--- config.mk ---
export PLATFORM = sky130hd
export DESIGN_NAME = ufc_front
export DESIGN_NICKNAME = d
export VERILOG_FILES = /design/src/ufc_pkg.sv /design/src/ufc_front.sv
export VERILOG_INCLUDE_DIRS = /design/src /design/src/src
export SDC_FILE = /design/constraint.sdc
export NUM_CORES = 1
export LEC_CHECK = 0
export ABC_CLOCK_PERIOD_IN_PS = 6500
export BUFFER_PORTS_ARGS = -buffer_cell sky130_fd_sc_hd__buf_2
export CORE_ASPECT_RATIO = 0.6
export CORE_MARGIN = 5
export CORE_UTILIZATION = 41
export CTS_BUF_LIST = sky130_fd_sc_hd__clkbuf_16
export CTS_CLUSTER_SIZE = 30
export DETAILED_ROUTE_END_ITERATION = 10
export PLACE_DENSITY = 0.87
export SYNTH_ARGS = -nofsm -noshare
export SYNTH_HDL_FRONTEND = slang
export SYNTH_SLANG_ARGS = --single-unit
export TNS_END_PERCENT = 30
--- constraint.sdc ---
create_clock -name clk -period 6.5 [get_ports clk]
set_input_delay 0.975 -clock clk [delete_from_list [all_inputs] [get_ports clk]]
set_output_delay 0.975 -clock clk [all_outputs]
set_load 0.02 [all_outputs]
--- src/union_find_and_cost_assert.svh ---
// Assertion macros shared by the disjoint-set engine.
`ifndef UNION_FIND_AND_COST_ASSERT_SVH
`define UNION_FIND_AND_COST_ASSERT_SVH

`ifndef SYNTHESIS

// Consequent must hold in the same cycle as the antecedent.
`define UFC_ASSERT_NOW(lbl, clk, rst, ante, cons, msg) \
  lbl: assert property (@(posedge clk) disable iff (rst) (ante) |-> (cons)) \
    else $error(msg);

// Consequent must hold in the cycle after the antecedent.
`define UFC_ASSERT_NEXT(lbl, clk, rst, ante, cons, msg) \
  lbl: assert property (@(posedge clk) disable iff (rst) (ante) |=> (cons)) \
    else $error(msg);

`else

`define UFC_ASSERT_NOW(lbl, clk, rst, ante, cons, msg)
`define UFC_ASSERT_NEXT(lbl, clk, rst, ante, cons, msg)

`endif

`endif

--- src/ufc_pkg.sv ---
`default_nettype none

package ufc_pkg;

  localparam int NODE_IN_BITS = 10;
  localparam int WEIGHT_BITS  = 32;
  localparam int RANK_BITS    = 4;
  localparam int INFO_BITS    = RANK_BITS + WEIGHT_BITS;
  localparam int KIND_BITS    = 2;
  localparam int RECIP_SHIFT  = 20;
  localparam int QUEUE_DEPTH  = 2;

  localparam logic [RANK_BITS-1:0]   RANK_ZERO   = '0;
  localparam logic [RANK_BITS-1:0]   RANK_ONE    = 1;
  localparam logic [RANK_BITS-1:0]   RANK_MAX    = '1;
  localparam logic [WEIGHT_BITS-1:0] WEIGHT_ONES = '1;
  localparam logic [WEIGHT_BITS-1:0] WEIGHT_ZERO = '0;

  localparam logic CMD_EDGE  = 1'b0;
  localparam logic CMD_QUERY = 1'b1;

  typedef enum logic [KIND_BITS-1:0] {
    KIND_EDGE,
    KIND_QUERY,
    KIND_SAME
  } item_kind_t;

  typedef enum logic [2:0] {
    B_CLEAR,
    B_IDLE,
    B_FRD,
    B_FCK,
    B_CRD,
    B_CCK,
    B_JOIN,
    B_JOIN2
  } back_state_t;

  typedef struct packed {
    logic full;
    logic empty;
  } queue_stat_t;

endpackage

`default_nettype wire

--- src/ufc_front.sv ---
`default_nettype none

`include "union_find_and_cost_assert.svh"

module ufc_front #(
  parameter int NODES   = 1024,
  parameter int NW      = $clog2(NODES),
  parameter int ENTRY_W = ufc_pkg::KIND_BITS + 2 * NW + ufc_pkg::WEIGHT_BITS
) (
  input  wire logic                                clk,
  input  wire logic                                rst,
  input  wire logic                                start,
  input  wire logic                                cmd,
  input  wire logic [ufc_pkg::NODE_IN_BITS-1:0]    node_a,
  input  wire logic [ufc_pkg::NODE_IN_BITS-1:0]    node_b,
  input  wire logic [ufc_pkg::WEIGHT_BITS-1:0]     weight,
  input  wire logic                                clearing,
  input  wire ufc_pkg::queue_stat_t                q_stat,
  output logic                                     busy,
  output logic                                     push,
  output logic      [ENTRY_W-1:0]                  push_data
);

  localparam int NIB    = ufc_pkg::NODE_IN_BITS;
  localparam int PROD_W = NIB + ufc_pkg::RECIP_SHIFT;
  localparam int CMP_W  = 18;
  localparam logic [PROD_W-1:0] RECIP   = PROD_W'((1 << ufc_pkg::RECIP_SHIFT) / NODES);
  localparam logic [CMP_W-1:0]  NODES_C = CMP_W'(NODES);

  logic                               accept;
  logic                               s1_valid;
  logic                               s1_cmd;
  logic [NIB-1:0]                     s1_a;
  logic [NIB-1:0]                     s1_b;
  logic [ufc_pkg::WEIGHT_BITS-1:0]    s1_w;
  logic [PROD_W-1:0]                  s1_pa;
  logic [PROD_W-1:0]                  s1_pb;
  logic [NW-1:0]                      idx_a;
  logic [NW-1:0]                      idx_b;
  ufc_pkg::item_kind_t                kind;

  // The quotient estimate from the reciprocal is at most one short, so a
  // single compare and subtract finishes the reduction.
  function automatic logic [NW-1:0] reduce(input logic [NIB-1:0] v,
                                           input logic [PROD_W-1:0] p);
    logic [NIB-1:0]    q;
    logic [PROD_W-1:0] qn;
    logic [CMP_W-1:0]  r;
    q  = p[PROD_W-1:ufc_pkg::RECIP_SHIFT];
    qn = PROD_W'(q) * PROD_W'(NODES);
    r  = CMP_W'(v - qn[NIB-1:0]);
    if (r >= NODES_C) begin
      r = r - NODES_C;
    end
    return r[NW-1:0];
  endfunction

  assign busy   = s1_valid || clearing;
  assign accept = start && !busy;
  assign push   = s1_valid && !q_stat.full;

  always_comb begin
    idx_a = reduce(s1_a, s1_pa);
    idx_b = reduce(s1_b, s1_pb);
    if (s1_cmd == ufc_pkg::CMD_EDGE) begin
      kind = ufc_pkg::KIND_EDGE;
    end else if (idx_a == idx_b) begin
      kind = ufc_pkg::KIND_SAME;
    end else begin
      kind = ufc_pkg::KIND_QUERY;
    end
    push_data = {kind, idx_a, idx_b, s1_w};
  end

  always_ff @(posedge clk) begin
    if (rst) begin
      s1_valid <= 1'b0;
    end else if (accept) begin
      s1_valid <= 1'b1;
    end else if (push) begin
      s1_valid <= 1'b0;
    end
  end

  always_ff @(posedge clk) begin
    if (accept) begin
      s1_cmd <= cmd;
      s1_a   <= node_a;
      s1_b   <= node_b;
      s1_w   <= weight;
      s1_pa  <= PROD_W'(node_a) * RECIP;
      s1_pb  <= PROD_W'(node_b) * RECIP;
    end
  end

  `UFC_ASSERT_NEXT(a_front_hold, clk, rst, accept, s1_valid && busy, "accepted word not held in the front stage")
  `UFC_ASSERT_NOW(a_front_no_push_clear, clk, rst, clearing, !accept, "word accepted during the clearing pass")

endmodule

`default_nettype wire

==> After elaboration in Yosys (flattened, before gate mapping) <==
Cells that the tools add are included.
{ "totals": {"out_inout_bits": 56, "in_bits": 59, "register_bits": 54} }
{ "classes": {"n_lt_le_gt_ge": 2, "reduce_logical": 6, "mux": 6, "n_addsub": 2, "n_eq_ne": 1} }
{ "op_table": {"columns": ["operator", "count"], "rows": [
  ["$ge 10x11->1 const B", 2],
  ["$mux 10", 2],
  ["$sub 10x1->10 const B", 2],
  ["$eq 10x10->1", 1],
  ["$mux 2", 2],
  ["$logic_and 1x1->1", 2],
  ["$logic_not 1->1", 2],
  ["$mux 1", 2],
  ["$reduce_bool 2->1", 1],
  ["$logic_or 1x1->1", 1]
]} }

==> Longest topological paths before layout <==
{ "depth": {"word_depth": 5, "ltp_mapped": 3} }

==> Worst setup path before layout <==
OpenSTA, ideal clock, no wires.
{ "synth_timing": {"kind": "in2reg", "start": "in clearing", "end": "reg s1_a[0] (enable)", "n_path_buf": 0, "setup_time_ns": 0.542, "arrival_time_ns": 4.898, "path_slack_ns": 1.060, "stages": 1, "cell_sequence": "nor3b_1"} }
{ "synth_via": {"elab_chain_cells": 3} }
{ "synth_rtl": {"columns": ["item", "line", "rtl"], "rows": [
  ["start: declaration", "ufc_front.sv:17", "input wire logic clearing,"],
  ["$logic_or 1x1->1", "ufc_front.sv:58", "assign busy = s1_valid || clearing;"],
  ["$logic_not 1->1", "ufc_front.sv:59", "assign accept = start && !busy;"],
  ["$logic_and 1x1->1", "ufc_front.sv:59", null],
  ["end signal: assignment", "ufc_front.sv:88", "s1_a <= node_a;"],
  ["end: declaration", "ufc_front.sv:33", "logic [NIB-1:0] s1_a;"]
]} }
Every way passes these cells.
A chain may end at the register's enable or synchronous reset.

==> Final worst setup path <==
{ "layout_timing": {"start": "reg s1_b[9]", "end": "out push_data[52]"} }
{ "layout_via": {"elab_chain_cells": 5, "elab_cells_between_ends": 6, "classes_between": "add/sub: 1; order compare: 1; eq/ne: 1; mux: 3"} }
{ "layout_rtl": {"columns": ["item", "line", "rtl"], "rows": [
  ["start: declaration", "ufc_front.sv:34", "logic [NIB-1:0] s1_b;"],
  ["start signal: assignment", "ufc_front.sv:89", "s1_b <= node_b;"],
  ["$sub 10x1->10 / $ge 10x11->1 (equally long branches)", "ufc_front.sv:53, ufc_front.sv:52", null],
  ["$mux 10 *", "ufc_front.sv:52", "if (r >= NODES_C) begin"],
  ["$eq 10x10->1 *", "ufc_front.sv:67", "end else if (idx_a == idx_b) begin"],
  ["$mux 2 *", "ufc_front.sv:67", null],
  ["$mux 2 *", "ufc_front.sv:65", "if (s1_cmd == ufc_pkg::CMD_EDGE) begin"],
  ["end: declaration", "ufc_front.sv:21", "output logic [ENTRY_W-1:0] push_data"]
]} }
Mark *: on every way between the ends. The rest lies on a longest branch, timed or not.

==> results by stage <==
Global routing:
- The routing usage on met1 is 13.1%.
- In the global route stage, overall resource usage came out at 13.3%.
- The number of global-route vias before repair came to 1227.
- The initial antenna violation count is 0.
- Entering global routing, the biggest net connects 27 pins.
- In the global route stage, met2 resource usage came out at 23.0%.
- After global routing, the most crowded layer is met2.
- The first global-routing pass estimated 5640 microns of wire.
- The met3 routing resource usage after global routing is 9.54%.
- The final global-route overflow total is 0.

Clocking:
- The H-tree was split into 2 levels.
- The clock-pin slew on the worst setup and hold paths is 60 ps.
- The tree is rooted in a clkbuf_16.
- Counting the buffers created by CTS gives 5.
- Clock latency on the worst-skew pair, taken at its later pin, is 280 ps.
- The tree built by TritonCTS fans out to 54 sinks.
- Hold repair after CTS inserted 0 buffers.
- The number of gates resized after CTS is 0.
- The number of buffers on the longest clock path is 2.
- The buffer count from post-CTS setup fixing is 0.
- TritonCTS built the clock tree.

Floorplan:
- The initial cell density of the core is 42.8%.
- In this run the core area contains 18 standard-cell rows.
- The die area is 5750 sq um.
- The core area is 4120 sq um.
- The floorplan step set the die width to 94.7 microns.
- The height of the die is 60.8 microns.
- The number of placed I/O pins is 115.

Timing:
- The final-report max-slew violation count is 0.
- The hold violation total from the final report came to 0.
- The smallest clock period supported by the final layout is computed as 2490 ps.
- The worst pin sits at a relative slew slack of 72.6%.
- For the final routed database, the setup TNS stands at 0 ps.
- Setup repair after global routing left no endpoint under its margin.
- Across all hold checks on the routed design, the worst slack comes to 558 ps.
- Setup violations remaining at the end of the flow were counted as 0.
- The highest clock rate is 0.402 GHz.
- The clock skew is 1.19 ps.
- The share of the cycle needed by the critical path after routing is 38.2%.
- At the pin with the least slew margin, the transition time is 409 ps.

Critical path:
- Grouping stages by cell kind, the critical path spends the most delay in flip-flops.
- The internal reg-to-reg setup slack is 5030 ps.
- The worst setup path is captured at a primary output.
- The startpoint identified for the worst register-to-register timing path is s1_valid$_SDFFE_PP0P_.
- Of all nets on the critical path, the largest fanout is 2.
- The cell at the slowest stage of the critical path is edfxtp_1.
- The nature of the critical path startpoint is a flip-flop.
- The delay of the slowest cell on the worst path is 410 ps.
- Together, buffers and inverters on the worst path number 1.
- Walking the worst path, the cells encountered are xnor2_1 > nand4_1 > o31a_1 > buf_2.
- Counting cells, the worst reg-to-reg path comes to 2.
- The data required time at the worst endpoint is 5520 ps.
- The critical setup path kind is flip-flop to primary output.
- The worst path arrival time is 1510 ps.
- The endpoint of the most critical register-to-register path is s1_a[4]$_DFFE_PP_.

Layout:
- The count of inserted antenna diode cells is 0.
- The count of filler cells inserted in the layout is 314.
- In the final layout, the share of cells above drive strength 1 is 61.6%.
- In the layout the commonest cells are 113 x buf_2, 53 x edfxtp_1, 10 x xnor2_1.
- The final standard cell area without fillers is 2560 sq um.
- The non-filler instance count after layout is 258.
- The area added between synthesis and finish is 45.2%.
- The share of the core filled with cells is 62.1%.
- The library cell used most frequently in the layout, excluding fill and tap cells, is buf_2.
- The final layout net count is 256.

Placement:
- The final weighted congestion in routability-driven placement is 0.700.
- Detailed placement finished with a half-perimeter wire length of 3100 microns.
- The total cell area at the placement stage is 2420 sq um.
- The count of input and output buffers is 113.
- After detailed placement, the design holds a cell count of 250.

Worst hold path:
- The endpoint of the worst hold path is s1_valid$_SDFFE_PP0P_.
- The number of instances on the worst hold path is 2.
- In this run the most critical hold path is launched from s1_valid$_SDFFE_PP0P_.
- The tightest min-delay check is of the flip-flop to flip-flop type.

Power and ir drop:
- For this design the static power due to leakage is 1.07 nW.
- Dividing total power by cell area gives a power density of 277 nW/um^2.
- IR analysis of the VDD net gives a maximum drop of 0.192 mV.

Synthesis:
- The Yosys step of the flow raised 0 warnings.
- The number of distinct library cell variants in the gate-level netlist after synthesis is 13.
- The part of the Yosys area used for sequential elements is 91.4%.
- The average cell area after synthesis is 23.5 sq um.
- The synthesized area is 1760 sq um.
- The synthesized design contains 54 register bits.
- Yosys attributes the largest share of cell area to edfxtp_1 90%, xnor2_1 5.0%, dfxtp_1 1.1%.
- In the synthesized netlist, the number of instances is 75.
- The most area-hungry cell type in the Yosys netlist is edfxtp_1.
- The proportion of netlist area held by the largest area contributor is 90.3%.
- The number of nets produced by synthesis is 134.

Routing:
- For this block, the initial DRC count from the detailed router was 57.
- The wire length per cell is 14.5 microns.
- For this run, design rule violations remaining after detail routing come to 0.
- The routed design has 3740 microns of wire.
- The pre-antenna-repair detailed-routing pass consisted of 3 iterations.
- In this run the remaining antenna-violating nets after routing total 0.
- Across all layers, the routed design uses 1128 vias.
- The post-detailed-route via-to-cell ratio is 4.37.

Status:
- The flow ran to the end, and the final reports show no timing, DRC or antenna violations.

Flow run:
- Max-cap violations in this run came to 0.
## stage by stage
step                setup WS, ps  power [W]
detailed placement          4020   0.000479
floorplan                   1060   0.000446
CTS                         3990   0.000720
finish                      4010   0.000710
global placement            4020   0.000476
global route                3910   0.000740
## flip-flops by register name, summed over array words and instances, names as in the netlist
signal	cells
s1_a	10
s1_b	10
s1_valid	1
s1_w	32
s1_cmd	1
## routing by layer
metal	vias to the layer above	share of wire, %
met3	3	17
li1	537	-
met1	512	36
met4	0	0.45
met5	-	0
met2	76	47
## cells by family (layout without fill, tap and decap cells)
kind of cell	Yosys count	after routing	share of synthesized area, %
compound gates	2	2	0.781
xor+xnor	10	10	4.97
buf+inv	1	124	0.213
flops	54	54	91.4
simple gates	8	8	2.63
## worst register-to-register path: stages (launching register included)
cell and delay [ps]:
dfxtp_1 340, nor3b_2 400, buf_4 390
## worst max path at each step
stage	startpoint	end	slack [ps]	cells after the start
2_1_floorplan	clearing	s1_a[0]$_DFFE_PP_	1060	1
3_3_place_gp	clearing	busy	4020	3
3_5_place_dp	clearing	busy	4020	3
4_1_cts	s1_b[9]$_DFFE_PP_	push_data[52]	3990	4
5_1_grt	s1_a[9]$_DFFE_PP_	push_data[52]	3910	4
6_report	s1_b[9]$_DFFE_PP_	push_data[52]	4010	4
## area by class of cell
cell class	instances	area (sq um)	share of cell area [%]
Sequential cell	54	1610	63.0
Timing Repair Buffer	115	581	22.7
Multi-Input combinational cell	20	153	5.96
Clock buffer	5	125	4.89
Tap cell	60	75.1	2.93
Clock inverter	3	11.3	0.440
Inverter	1	3.75	0.147
## cell usage after synthesis
library cell,n
nor4_1,1
or2_2,1
a21oi_1,1
nand2_1,1
xnor2_1,10
inv_1,1
nor2b_1,1
o31a_1,1
nand4_1,2
nor2_1,1
dfxtp_1,1
nor3b_1,1
edfxtp_1,53
## where the power goes
group / leakage [nW] / switching, W / internal, W
registers: 0.503 / 0.00000558 / 0.000401
logic: 0.502 / 0.0000373 / 0.0000262
clock network: 0.0663 / 0.000102 / 0.000139
total: 1.07 / 0.000145 / 0.000566
(Power assumes the default switching activity.)
