==> src/union_find_and_cost_assert.svh <==
// Assertion macros shared by the disjoint-set engine.
`ifndef UNION_FIND_AND_COST_ASSERT_SVH
`define UNION_FIND_AND_COST_ASSERT_SVH

`ifndef SYNTHESIS

// Consequent must hold in the same cycle as the antecedent.
`define UFC_ASSERT_NOW(lbl, clk, rst, ante, cons, msg) \
  lbl: assert property (@(posedge clk) disable iff (rst) (ante) |-> (cons)) \
    else $error(msg);

// Consequent must hold in the cycle after the antecedent.
`define UFC_ASSERT_NEXT(lbl, clk, rst, ante, cons, msg) \
  lbl: assert property (@(posedge clk) disable iff (rst) (ante) |=> (cons)) \
    else $error(msg);

`else

`define UFC_ASSERT_NOW(lbl, clk, rst, ante, cons, msg)
`define UFC_ASSERT_NEXT(lbl, clk, rst, ante, cons, msg)

`endif

`endif

==> src/ufc_pkg.sv <==
`default_nettype none

package ufc_pkg;

  localparam int NODE_IN_BITS = 10;
  localparam int WEIGHT_BITS  = 32;
  localparam int RANK_BITS    = 4;
  localparam int INFO_BITS    = RANK_BITS + WEIGHT_BITS;
  localparam int KIND_BITS    = 2;
  localparam int RECIP_SHIFT  = 20;
  localparam int QUEUE_DEPTH  = 2;

  localparam logic [RANK_BITS-1:0]   RANK_ZERO   = '0;
  localparam logic [RANK_BITS-1:0]   RANK_ONE    = 1;
  localparam logic [RANK_BITS-1:0]   RANK_MAX    = '1;
  localparam logic [WEIGHT_BITS-1:0] WEIGHT_ONES = '1;
  localparam logic [WEIGHT_BITS-1:0] WEIGHT_ZERO = '0;

  localparam logic CMD_EDGE  = 1'b0;
  localparam logic CMD_QUERY = 1'b1;

  typedef enum logic [KIND_BITS-1:0] {
    KIND_EDGE,
    KIND_QUERY,
    KIND_SAME
  } item_kind_t;

  typedef enum logic [2:0] {
    B_CLEAR,
    B_IDLE,
    B_FRD,
    B_FCK,
    B_CRD,
    B_CCK,
    B_JOIN,
    B_JOIN2
  } back_state_t;

  typedef struct packed {
    logic full;
    logic empty;
  } queue_stat_t;

endpackage

`default_nettype wire

==> src/ufc_queue.sv <==
`default_nettype none

`include "union_find_and_cost_assert.svh"

module ufc_queue #(
  parameter int WIDTH = 54,
  parameter int DEPTH = 2
) (
  input  wire logic               clk,
  input  wire logic               rst,
  input  wire logic               push,
  input  wire logic [WIDTH-1:0]   push_data,
  input  wire logic               pop,
  output logic      [WIDTH-1:0]   pop_data,
  output ufc_pkg::queue_stat_t    stat
);

  localparam int PW = $clog2(DEPTH);

  logic [WIDTH-1:0] slots [DEPTH];
  logic [PW-1:0]    wr_ptr;
  logic [PW-1:0]    rd_ptr;
  logic [PW:0]      count;

  assign stat.full  = (count == (PW + 1)'(DEPTH));
  assign stat.empty = (count == '0);
  assign pop_data   = slots[rd_ptr];

  always_ff @(posedge clk) begin
    if (rst) begin
      wr_ptr <= '0;
      rd_ptr <= '0;
      count  <= '0;
    end else begin
      if (push) begin
        wr_ptr <= wr_ptr + 1'b1;
      end
      if (pop) begin
        rd_ptr <= rd_ptr + 1'b1;
      end
      if (push && !pop) begin
        count <= count + 1'b1;
      end else if (pop && !push) begin
        count <= count - 1'b1;
      end
    end
  end

  always_ff @(posedge clk) begin
    if (push) begin
      slots[wr_ptr] <= push_data;
    end
  end

  `UFC_ASSERT_NOW(a_queue_no_overflow, clk, rst, push, !stat.full || pop, "word pushed into a full queue")
  `UFC_ASSERT_NOW(a_queue_no_underflow, clk, rst, pop, !stat.empty, "word popped from an empty queue")

endmodule

`default_nettype wire

==> config.mk <==
export PLATFORM = sky130hd
export DESIGN_NAME = ufc_queue
export DESIGN_NICKNAME = d
export VERILOG_FILES = /design/src/ufc_pkg.sv /design/src/ufc_queue.sv
export VERILOG_INCLUDE_DIRS = /design/src /design/src/src
export SDC_FILE = /design/constraint.sdc
export NUM_CORES = 1
export LEC_CHECK = 0
export BUFFER_PORTS_ARGS = -buffer_cell sky130_fd_sc_hd__buf_4
export CAP_MARGIN = 10
export CORE_MARGIN = 1.5
export CORE_UTILIZATION = 51
export CTS_CLUSTER_DIAMETER = 50
export DETAILED_ROUTE_END_ITERATION = 8
export GPL_ROUTABILITY_DRIVEN = 0
export GPL_TIMING_DRIVEN = 0
export HOLD_SLACK_MARGIN = 0.1
export PLACE_DENSITY = 0.78
export SLEW_MARGIN = 20
export SYNTH_ARGS = -nofsm -noshare
export SYNTH_HDL_FRONTEND = slang
export SYNTH_SLANG_ARGS = --single-unit
export TNS_END_PERCENT = 1
==> constraint.sdc <==
create_clock -name clk -period 4.05 [get_ports clk]
set_input_delay 0.405 -clock clk [delete_from_list [all_inputs] [get_ports clk]]
set_output_delay 0.405 -clock clk [all_outputs]
set_load 0.03 [all_outputs]
Word-level counts from Yosys, hierarchy flattened. Memory sizes are Yosys's and may differ from the RTL's. A register that Yosys moved wholly into a read port is not among the register bits. Index checks and enable logic that the tools add are counted.

Flip-flop bits (word level): 4. Bits in latches: 0. RAM bits: 108. Bits in read-only memories: 0. Input bits: 58. Output and inout bits: 56. Logic and storage cells: 21. Memories: 1.

$add $sub $neg: 4. $mul: 0. Divide/modulo/power cells: 0. $lt $le $gt $ge: 0. Equality and inequality tests: 1. Shift operators: 0. Mux-type cells: 6. Bitwise logic cells: 0. Reductions and logical operators: 6.

Memory list: slots (depth 2, bits a word 54, rd ports 1, clocked after Yosys merged registers in 1, wr ports 1, line ufc_queue.sv:20) `logic [WIDTH-1:0] slots [DEPTH];`.

Operator list (number): 1-bit 2-to-1 mux (4); 2-bit 2-to-1 mux (2); 1-bit adder (second input constant) (2); 2-bit by 1-bit adder with 2-bit output (second input constant) (1); 2-bit equality test (second input constant) (1); 1-bit logical AND (2); 1-bit zero test (2); 2-bit zero test (1); 2-bit nonzero test (1); 2-bit by 1-bit subtractor with 2-bit output (second input constant) (1).

Depth between registers and ports, before layout. Gate-level depths: netlist of the first run.

Depth in word-level cells: 4. Mapped depth: 5. Gate-level depth less buffers: 5.

Least setup slack after synthesis of the first run. No wires, ideal clock.

Path kind: in2reg. Start point: input port push. End point: memory slots[0][0], enable pin. Setup time: 472 ps. Arrival: 2792 ps. Data required time: 3578 ps. Setup slack: 785 ps. Cell stages on the path: 1. Path buffers: 0. Cells stage by stage: nor2b_1.

Cells in the longest elaborated chain, start to end: 2.

Ends and longest elaborated chain: start: declaration (line ufc_queue.sv:11) `input wire logic push,`; 1-bit 2-to-1 mux (line ufc_queue.sv:50) `if (push) begin`; 1-bit 2-to-1 mux (not written as such) (line ufc_queue.sv:51) `slots[wr_ptr] <= push_data;`; end: declaration (line ufc_queue.sv:20).

Every way passes these cells.

==> flow_metrics.py, run 1 <==
metrics = {
    "outcome": {
        "status": "finished clean",
    },
    "synth": {
        "avgSynthCellArea_um2": 21.7,
        "syn_nets": 249,
        "syn_area_um2": 4120,
        "seq_area_frac_synth_pct": 81.1,
        "ys_types": 16,
        "syn_inst": 190,
        "yosysWarnings": 0,
        "ys_ff_latch": 113,
    },
    "detailed_routing": {
        "drt_pass1_iterations": 4,
        "wl_per_cell_um": 17.2,
        "drc": 0,
        "met3_length_um": 473,
        "met2_length_um": 4550,
        "num_vias": 2407,
        "routed_via_density": 4.88,
        "antenna_left": 0,
        "top_layer_used": "met4",
        "drt-initial-drc-count": 94,
        "routed_wl_um": 8490,
        "wl_met1_um": 3360,
    },
    "sta": {
        "fin_ws_ns": 1.86,
        "maxSlewViolCount": 0,
        "hold_violations": 0,
        "final.period_utilization_pct": 54.2,
        "setup_viol": 0,
        "fin_crit_ns": 2.19,
        "max_freq_mhz": 456,
        "maxSlewHeadroom_pct": 57.1,
        "worstMarginPinSlew_ns": 0.642,
        "tns_ns": 0,
        "rsz0062_at_grt": "no",
        "hold-worst-slack_ns": 0.202,
        "fin_skew_ns": 0.00547,
    },
    "global_route": {
        "antenna_found_initial": 0,
        "grt_overflow": 0,
        "grt_pass1_vias": 2571,
        "grtUsageTotal_pct": 20.7,
        "grt_pass1_wl_um": 12800,
        "grt_max_degree": 37,
    },
    "cells_and_area": {
        "nets": 439,
        "fill_cells": 422,
        "utilization_pct": 81.0,
        "area_delta_synth_final_pct": 52.7,
        "drive_gt1_share_pct": 52.7,
        "diodes": 0,
    },
    "floorplanning": {
        "dieArea_um2": 8630,
        "die_height_um": 92.9,
        "rows": 32,
        "io_pins": 114,
        "core_um2": 7770,
        "initial_utilization_pct": 53.0,
        "fp.dieW_um": 92.9,
    },
    "cts": {
        "clkLatencyLatePin_ns": 0.50,
        "clockBufferDepth": 2,
        "cts.sinks": 113,
        "cts_root_buf": "clkbuf_8",
        "cts_setup_buffers": 0,
        "cts_tree": "done",
        "clkSlewWorstSetupHoldPaths_ns": 0.05,
        "htreeDepth": 4,
        "cts_buffers": 17,
    },
    "place": {
        "hpwl_um": 4630,
        "place_ws_ns": 2.21,
        "numPortBuffers": 113,
    },
    "setup_path": {
        "criticalPathCategory": "reg2out",
        "max_stage_delay_ns": 0.37,
        "crit_path_top_delay_cell": "mux2_2",
        "cp_cell_sequence": "buf_2, buf_6, mux2_2, buf_4",
        "end_kind": "primary output",
        "critPathMaxFanout": 10,
        "critPathTopFamily": "buffers and inverters",
        "cp.required_ns": 3.64,
        "worstPathBufferInverterCount": 3,
        "worstPathArrival_ns": 1.79,
        "worstSetupStartpointType": "register",
    },
    "run": {
        "cap_violations": 0,
    },
    "power": {
        "p_leak_nw": 2.42,
        "ir_drop_uv": 380,
        "p_per_area_nw_per_um2": 521,
    },
    "min_path": {
        "hold_path_class": "in2reg",
    },
}
==> final cells by class <==
cell class	instances	area, um2	area share, %
Sequential cell	113	3340	53.1
Buffer	6	61.3	0.974
Inverter	1	3.75	0.0596
Multi-Input combinational cell	70	722	11.5
Clock buffer	18	418	6.64
Tap cell	102	128	2.03
Timing Repair Buffer	171	1470	23.4
Clock inverter	12	144	2.29
==> report_power, final <==
group          switching (mW)  total, mW  internal, mW
clock network           0.470       1.39         0.919
registers              0.0209       1.38          1.36
logic                   0.267      0.503         0.236
total                   0.758       3.28          2.52
==> placed cells by master (no fill, tap or decap) <==
master / synthesis / layout
a21oi_1: 1 / 1
clkbuf_1: 0 / 1
buf_4: 0 / 113
bufinv_16: 0 / 3
and2_4: 0 / 1
clkinvlp_4: 0 / 3
nor2b_4: 0 / 1
buf_12: 0 / 1
buf_16: 0 / 2
o21ai_0: 1 / 1
edfxtp_1: 108 / 108
clkinv_2: 0 / 3
dfxtp_1: 5 / 5
clkinv_1: 0 / 2
xnor2_1: 2 / 2
ha_1: 1 / 1
and2b_2: 1 / 1
buf_2: 1 / 1
clkbuf_8: 0 / 1
clkbuf_16: 0 / 16
mux2_2: 54 / 54
clkinv_4: 0 / 1
nor2_1: 5 / 5
inv_1: 1 / 1
xor2_1: 2 / 2
buf_6: 5 / 5
dlygate4sd3_1: 0 / 55
or3_1: 1 / 1
==> metal layers <==
layer / vias to the layer above / global-route usage [%]
met5: - / 0
met4: 0 / 7.95
met3: 10 / 7.96
met2: 89 / 36.1
met1: 1179 / 22.7
li1: 1129 / -
==> flip-flops by register name, indices dropped and copies added (netlist names), named ones only <==
signal	cells
rd_ptr	1
slots	108
count	2
wr_ptr	1
==> stage by stage <==
| stage | total power, mW | instances | instance area (um2) |
|---|---|---|---|
| 2_1_floorplan | 1.67 | 190 | 4120 |
| 3_3_place_gp | 1.84 | 405 | 5100 |
| 3_5_place_dp | 1.86 | 408 | 5180 |
| 4_1_cts | 3.30 | 493 | 6290 |
| 5_1_grt | 3.39 | 493 | 6290 |
| 6_report | 3.28 | 493 | 6290 |
==> final timing paths <==
path / from / endpoint / slack [ns] / cells after the start
setup / recovery: register / pop_data[25] / 1.86 / 4
hold reg to reg: rd_ptr / rd_ptr / 0.53 / 2
hold / removal: pop / rd_ptr / 0.20 / 3
setup reg to reg: wr_ptr / slots[0][23] / 2.45 / 3
==> logic make-up (layout without fill, tap and decap cells) <==
family,count (synthesis),in the layout,share of synthesized area [%]
flops,113,113,81.1
mux,54,54,14.8
simple gates,9,9,1.12
buf+inv,7,208,1.58
xor+xnor,4,4,0.850
compound gates,2,2,0.243
fa+ha+maj,1,1,0.304
==> synth_stat cells, drive strengths merged <==
cell type | number | share of area (%)
and2b | 1 | 0.21
o21ai | 1 | 0.12
inv | 1 | 0.091
xnor2 | 2 | 0.43
mux2 | 54 | 15
nor2 | 5 | 0.46
buf | 6 | 1.5
and2 | 1 | 0.15
ha | 1 | 0.30
dfxtp | 5 | 2.4
or3 | 1 | 0.15
nor2b | 1 | 0.15
xor2 | 2 | 0.43
a21oi | 1 | 0.12
edfxtp | 108 | 79
==> worst register-to-register path: stages (launching register included) <==
cell,delay (ns)
dfxtp_1,0.35
nor2b_4,0.54
buf_16,0.25
buf_16,0.17
==> what timing repair did <==
| action | 4_1_cts | 5_1_grt |
|---|---|---|
| resized for setup | 0 | 0 |
| endpoints found under the hold margin | 113 | 0 |
| hold buffers | 55 | 0 |
No activity file was read; power rests on OpenSTA's default activity.
==> run 2: changes to the inputs <==
--- a/config.mk
+++ b/config.mk
@@ -9,13 +9,13 @@
 export BUFFER_PORTS_ARGS = -buffer_cell sky130_fd_sc_hd__buf_4
 export CAP_MARGIN = 10
 export CORE_MARGIN = 1.5
-export CORE_UTILIZATION = 51
+export CORE_UTILIZATION = 46
 export CTS_CLUSTER_DIAMETER = 50
 export DETAILED_ROUTE_END_ITERATION = 8
 export GPL_ROUTABILITY_DRIVEN = 0
 export GPL_TIMING_DRIVEN = 0
 export HOLD_SLACK_MARGIN = 0.1
-export PLACE_DENSITY = 0.78
+export PLACE_DENSITY = 0.74
 export SLEW_MARGIN = 20
 export SYNTH_ARGS = -nofsm -noshare
 export SYNTH_HDL_FRONTEND = slang
==> constraint.sdc (replaced) <==
create_clock -name clk -period 1.85 [get_ports clk]
set_input_delay 0.185 -clock clk [delete_from_list [all_inputs] [get_ports clk]]
set_output_delay 0.185 -clock clk [all_outputs]
set_load 0.03 [all_outputs]
==> run 2 against run 1 <==
  * Register-to-register slack got worse by 2.1 ns
  * Global-route usage down 2.5 points
  * Sequential cell count stayed put
  * Clock skew rose by 0.0013 ns
  * Largest cell class unchanged
  * Highest routed layer unchanged
==> flow_metrics.py, run 2 (same netlist as run 1, synthesis figures left out) <==
metrics = {
    "sta": {
        "final.period_utilization_pct": 99.2,
        "hold-worst-slack_ns": 0.204,
        "tns_ns": 0,
        "max_freq_mhz": 545,
        "rsz0062_at_grt": "yes",
        "fin_skew_ns": 0.00672,
        "worstMarginPinSlew_ns": 0.440,
        "setup_viol": 0,
        "fin_crit_ns": 1.84,
        "maxSlewHeadroom_pct": 70.6,
        "hold_violations": 0,
        "fin_ws_ns": 0.0144,
        "maxSlewViolCount": 0,
    },
    "global_route": {
        "grtUsageMet3_pct": 6.91,
        "grt_max_degree": 31,
        "grtUsageTotal_pct": 18.2,
        "grt_overflow": 0,
        "grtUsageMet2_pct": 32.9,
        "antenna_found_initial": 0,
        "grt_pass1_wl_um": 13100,
        "grt_busiest_layer": "met2",
        "grt_pass1_vias": 2628,
        "met1_usage_pct": 20.1,
    },
    "power": {
        "combinationalPowerShare_pct": 18.6,
        "p_leak_nw": 2.77,
        "swShare_pct": 23.6,
        "p_total_mw": 7.53,
        "p_per_area_nw_per_um2": 1090,
        "clkPwrFrac_pct": 41.1,
        "power_switching_mw": 1.78,
        "seqPwrFrac_pct": 40.4,
        "p_int_mw": 5.75,
        "ir_drop_uv": 812,
    },
    "cells_and_area": {
        "fin_cells": 513,
        "final_cell_mix": "edfxtp_1 (108), buf_4 (66), dlygate4sd3_1 (57), buf_6 (50), mux2_4 (44)",
        "largest_reg_flops": 108,
        "regMostFlops": "slots",
        "layout_commonest_cell": "edfxtp_1",
        "drive_gt1_share_pct": 53.3,
        "reg_top3": "slots (108), count (2)",
        "area_delta_synth_final_pct": 67.7,
        "nets": 451,
        "diodes": 0,
    },
    "place": {
        "dp.cells": 415,
        "hpwl_um": 4410,
        "numPortBuffers": 113,
        "place_ws_ns": 0.356,
    },
    "setup_path": {
        "max_stage_delay_ns": 0.37,
        "worstSetupStartpointType": "register",
        "end_kind": "primary output",
        "cp_cell_sequence": "buf_12, clkbuf_16, mux2_2, buf_6",
        "criticalPathCategory": "reg2out",
        "worstPathArrival_ns": 1.65,
        "crit_path_top_delay_cell": "dfxtp_4",
        "cp.required_ns": 1.66,
        "critPathMaxFanout": 6,
    },
    "run": {
        "cap_violations": 0,
    },
    "floorplanning": {
        "core_um2": 8720,
        "fp.dieW_um": 97.6,
        "initial_utilization_pct": 47.2,
        "dieArea_um2": 9530,
        "rows": 34,
        "io_pins": 114,
        "die_height_um": 97.6,
    },
    "detailed_routing": {
        "drt-initial-drc-count": 85,
        "wl_per_cell_um": 18.1,
        "antenna_left": 0,
        "num_vias": 2491,
        "drt_pass1_iterations": 4,
        "routed_via_density": 4.86,
        "routed_wl_um": 9300,
        "drc": 0,
    },
    "cts": {
        "cts_buffers": 17,
        "htreeDepth": 4,
        "clkSlewWorstSetupHoldPaths_ns": 0.06,
        "cts_tree": "done",
        "cts.sinks": 113,
        "clockBufferDepth": 2,
        "cts_root_buf": "clkbuf_8",
        "clkLatencyLatePin_ns": 0.50,
    },
    "outcome": {
        "status": "finished clean",
    },
    "min_path": {
        "hold_path_class": "in2reg",
    },
}
run 2: cell type report:
type	instances	area (um2)
Sequential cell	113	3350
Clock inverter	14	146
Timing Repair Buffer	183	1860
Fill cell	441	1810
Tap cell	108	135
Multi-Input combinational cell	70	887
Inverter	1	3.75
Clock buffer	18	418
Buffer	6	115
run 2: repair_timing:
item,CTS,global route
cloned,2,5
resized for setup,16,95
setup buffers,2,0
endpoints found under the hold margin,113,0
setup endpoints to repair,50,47
hold buffers,57,0
run 2: worst max-delay path: cells and delay by family, from the launching register on:
family / cells / cell delay, ns
buf+inv: 3 / 0.44
flops: 1 / 0.37
mux: 1 / 0.34
run 2: path summary, 6_finish.rpt:
check	cells after the start	slack (ns)	to	start
max reg2reg	3	0.39	slots[0][33]	wr_ptr
max	4	0.01	pop_data[24]	register
min reg2reg	2	0.52	rd_ptr	rd_ptr
min	2	0.20	slots[0][6]	push
run 2: stage by stage:
| stage | util (%) | area, um2 |
|---|---|---|
| after floorplan | - | 4130 |
| after global placement | 58.6 | 5110 |
| after CTS | 73.7 | 6430 |
| after global routing | 79.3 | 6910 |
| after detailed placement | 59.5 | 5190 |
| final | 79.3 | 6910 |
run 2: layer usage:
metal,up-vias,wire [um]
met1,1244,3580
met3,10,506
met5,-,0
met2,82,5120
met4,0,96
li1,1155,-
run 2: power groups by stage:
stage | clock network, mW | logic, mW | registers, mW
floorplan | 0 | 0.590 | 3.07
global placement | 0 | 0.952 | 3.07
detailed placement | 0 | 0.994 | 3.07
CTS | 3.12 | 1.15 | 3.03
global route | 3.25 | 1.46 | 3.05
finish | 3.09 | 1.40 | 3.04
==> run 3: changes to the inputs <==
--- a/config.mk
+++ b/config.mk
@@ -6,7 +6,7 @@
 export SDC_FILE = /design/constraint.sdc
 export NUM_CORES = 1
 export LEC_CHECK = 0
-export BUFFER_PORTS_ARGS = -buffer_cell sky130_fd_sc_hd__buf_4
+export BUFFER_PORTS_ARGS = -buffer_cell sky130_fd_sc_hd__buf_2
 export CAP_MARGIN = 10
 export CORE_MARGIN = 1.5
 export CORE_UTILIZATION = 46
==> run 3 against run 2 <==
  * Clock skew hardly changed
  * Routed wire length is 4.6% lower
  * Total power is 2.4% higher
  * Setup slack better by 0.0063 ns
  * Sequential cell count stayed put
  * Sequential share of layout area is 1.1 points higher
  * Register-to-register slack better by 0.04 ns
  * Non-clock buffer count is 1 lower
  * Fmax is 0.34% higher
  * Die area stayed put
==> flow_metrics.py, run 3 (same netlist as run 1, synthesis figures left out) <==
metrics = {
    "floorplanning": {
        "rows": 34,
        "die_height_um": 97.6,
        "initial_utilization_pct": 47.2,
        "core_um2": 8720,
        "fp.dieW_um": 97.6,
        "dieArea_um2": 9530,
        "io_pins": 114,
    },
    "run": {
        "cap_violations": 0,
    },
    "cells_and_area": {
        "final_cell_mix": "edfxtp_1 (108), buf_2 (65), dlygate4sd3_1 (57), buf_6 (48), mux2_4 (40)",
        "area_delta_synth_final_pct": 64.1,
        "drive_gt1_share_pct": 53.6,
        "fin_cells": 511,
        "largest_reg_flops": 108,
        "regMostFlops": "slots",
        "layout_commonest_cell": "edfxtp_1",
        "reg_top3": "slots (108), count (2)",
        "nets": 450,
        "diodes": 0,
    },
    "cts": {
        "cts_buffers": 17,
        "cts_tree": "done",
        "clkSlewWorstSetupHoldPaths_ns": 0.06,
        "cts_root_buf": "clkbuf_8",
        "clockBufferDepth": 2,
        "clkLatencyLatePin_ns": 0.50,
        "htreeDepth": 4,
        "cts.sinks": 113,
    },
    "min_path": {
        "min_from": "push",
        "worstHoldPathCells": 2,
        "min_to": "slots[0][18]",
        "hold_path_class": "in2reg",
    },
    "sta": {
        "fin_crit_ns": 1.83,
        "setup_viol": 0,
        "hold_violations": 0,
        "rsz0062_at_grt": "yes",
        "max_freq_mhz": 547,
        "final.period_utilization_pct": 98.9,
        "worstMarginPinSlew_ns": 0.525,
        "maxSlewHeadroom_pct": 64.9,
        "hold-worst-slack_ns": 0.216,
        "maxSlewViolCount": 0,
        "fin_ws_ns": 0.0206,
        "fin_skew_ns": 0.00693,
    },
    "detailed_routing": {
        "routed_wl_um": 8880,
        "drc": 0,
        "wl_per_cell_um": 17.4,
        "routed_via_density": 4.77,
        "drt_pass1_iterations": 4,
        "num_vias": 2438,
        "drt-initial-drc-count": 79,
        "antenna_left": 0,
    },
    "setup_path": {
        "worstPathArrival_ns": 1.64,
        "crit_path_top_delay_cell": "dfxtp_4",
        "critPathTopFamily": "buffers and inverters",
        "worstPathBufferInverterCount": 3,
        "worstReg2RegStart": "wr_ptr",
        "r2r_cells": 2,
        "cp_cell_sequence": "buf_12, buf_12, mux2_2, buf_2",
        "critPathMaxFanout": 6,
        "end_kind": "primary output",
        "rrSetupSlack_ns": 0.43,
        "reg2reg_to": "slots[1][13]",
        "max_stage_delay_ns": 0.37,
        "cpMostUsedCell": "buf_12",
        "worstSetupStartpointType": "register",
        "criticalPathCategory": "reg2out",
        "cp.required_ns": 1.66,
    },
    "global_route": {
        "grt_pass1_vias": 2578,
        "grt_overflow": 0,
        "grtUsageTotal_pct": 17.6,
        "grt_pass1_wl_um": 12500,
        "antenna_found_initial": 0,
        "grt_max_degree": 30,
    },
    "power": {
        "p_per_area_nw_per_um2": 1140,
        "p_total_mw": 7.71,
        "ir_drop_uv": 778,
        "p_leak_nw": 2.72,
    },
    "place": {
        "dp.cells": 414,
        "hpwl_um": 4320,
        "numPortBuffers": 113,
        "place_ws_ns": 0.364,
    },
    "outcome": {
        "status": "finished clean",
    },
}
==> run 3: cell types whose count changed in the layout (fill, tap and decap cells not counted), sizes merged <==
cell,delta
buf,-1
bufinv,+2
clkinv,-1
clkinvlp,-2
==> run 3: through the flow <==
step / util, % / TNS, ns / cell area (um2)
CTS: 71.9 / -0.483 / 6270
global route: 77.5 / -0.630 / 6760
finish: 77.5 / 0 / 6760
floorplan: - / -14.34 / 4130
detailed placement: 56.2 / 0 / 4900
global placement: 55.4 / -61.93 / 4830
==> run 3: what timing repair did <==
action	in CTS	in global routing
hold buffers	57	0
cloned	2	5
setup buffers	2	0
hold endpoints to repair	113	0
endpoints found under the setup margin	51	46
gates resized for setup	52	115
==> run 3: routing by layer <==
metal	wire [um]	up-vias	track usage, %	part of all wire, %
met5	0	-	0	0
met4	117	0	7.47	1.3
met3	415	11	6.12	4.7
met2	4780	81	30.3	54
met1	3560	1188	19.7	40
li1	-	1158	-	-
==> run 3: power by group <==
part	switching (mW)	internal [mW]	leakage [nW]
sequential	0.0514	2.99	1.06
combinational	0.637	0.691	1.36
clock	1.06	2.29	0.297
total	1.74	5.97	2.72
==> run 3: cell type report <==
class | count | area, um2
inverters | 1 | 3.75
flip-flops and latches | 113 | 3350
plain buffers | 6 | 115
clock inverters | 13 | 193
multi-input cells | 70 | 872
well taps | 108 | 135
fillers | 495 | 1960
repair buffers | 182 | 1680
clock buffers | 18 | 418
==> run 3: how the worst max path moves through the flow <==
stage	start	to	slack, ns	depth (start not counted)
final	register	pop_data[0]	0.02	4
after global routing	register	pop_data[0]	-0.04	4
after CTS	register	pop_data[30]	-0.02	4
after detailed placement	register	pop_data[21]	0.36	4
after global placement	wr_ptr	slots[1][35]	-0.96	1
after floorplan	wr_ptr	slots[1][0]	-0.27	1
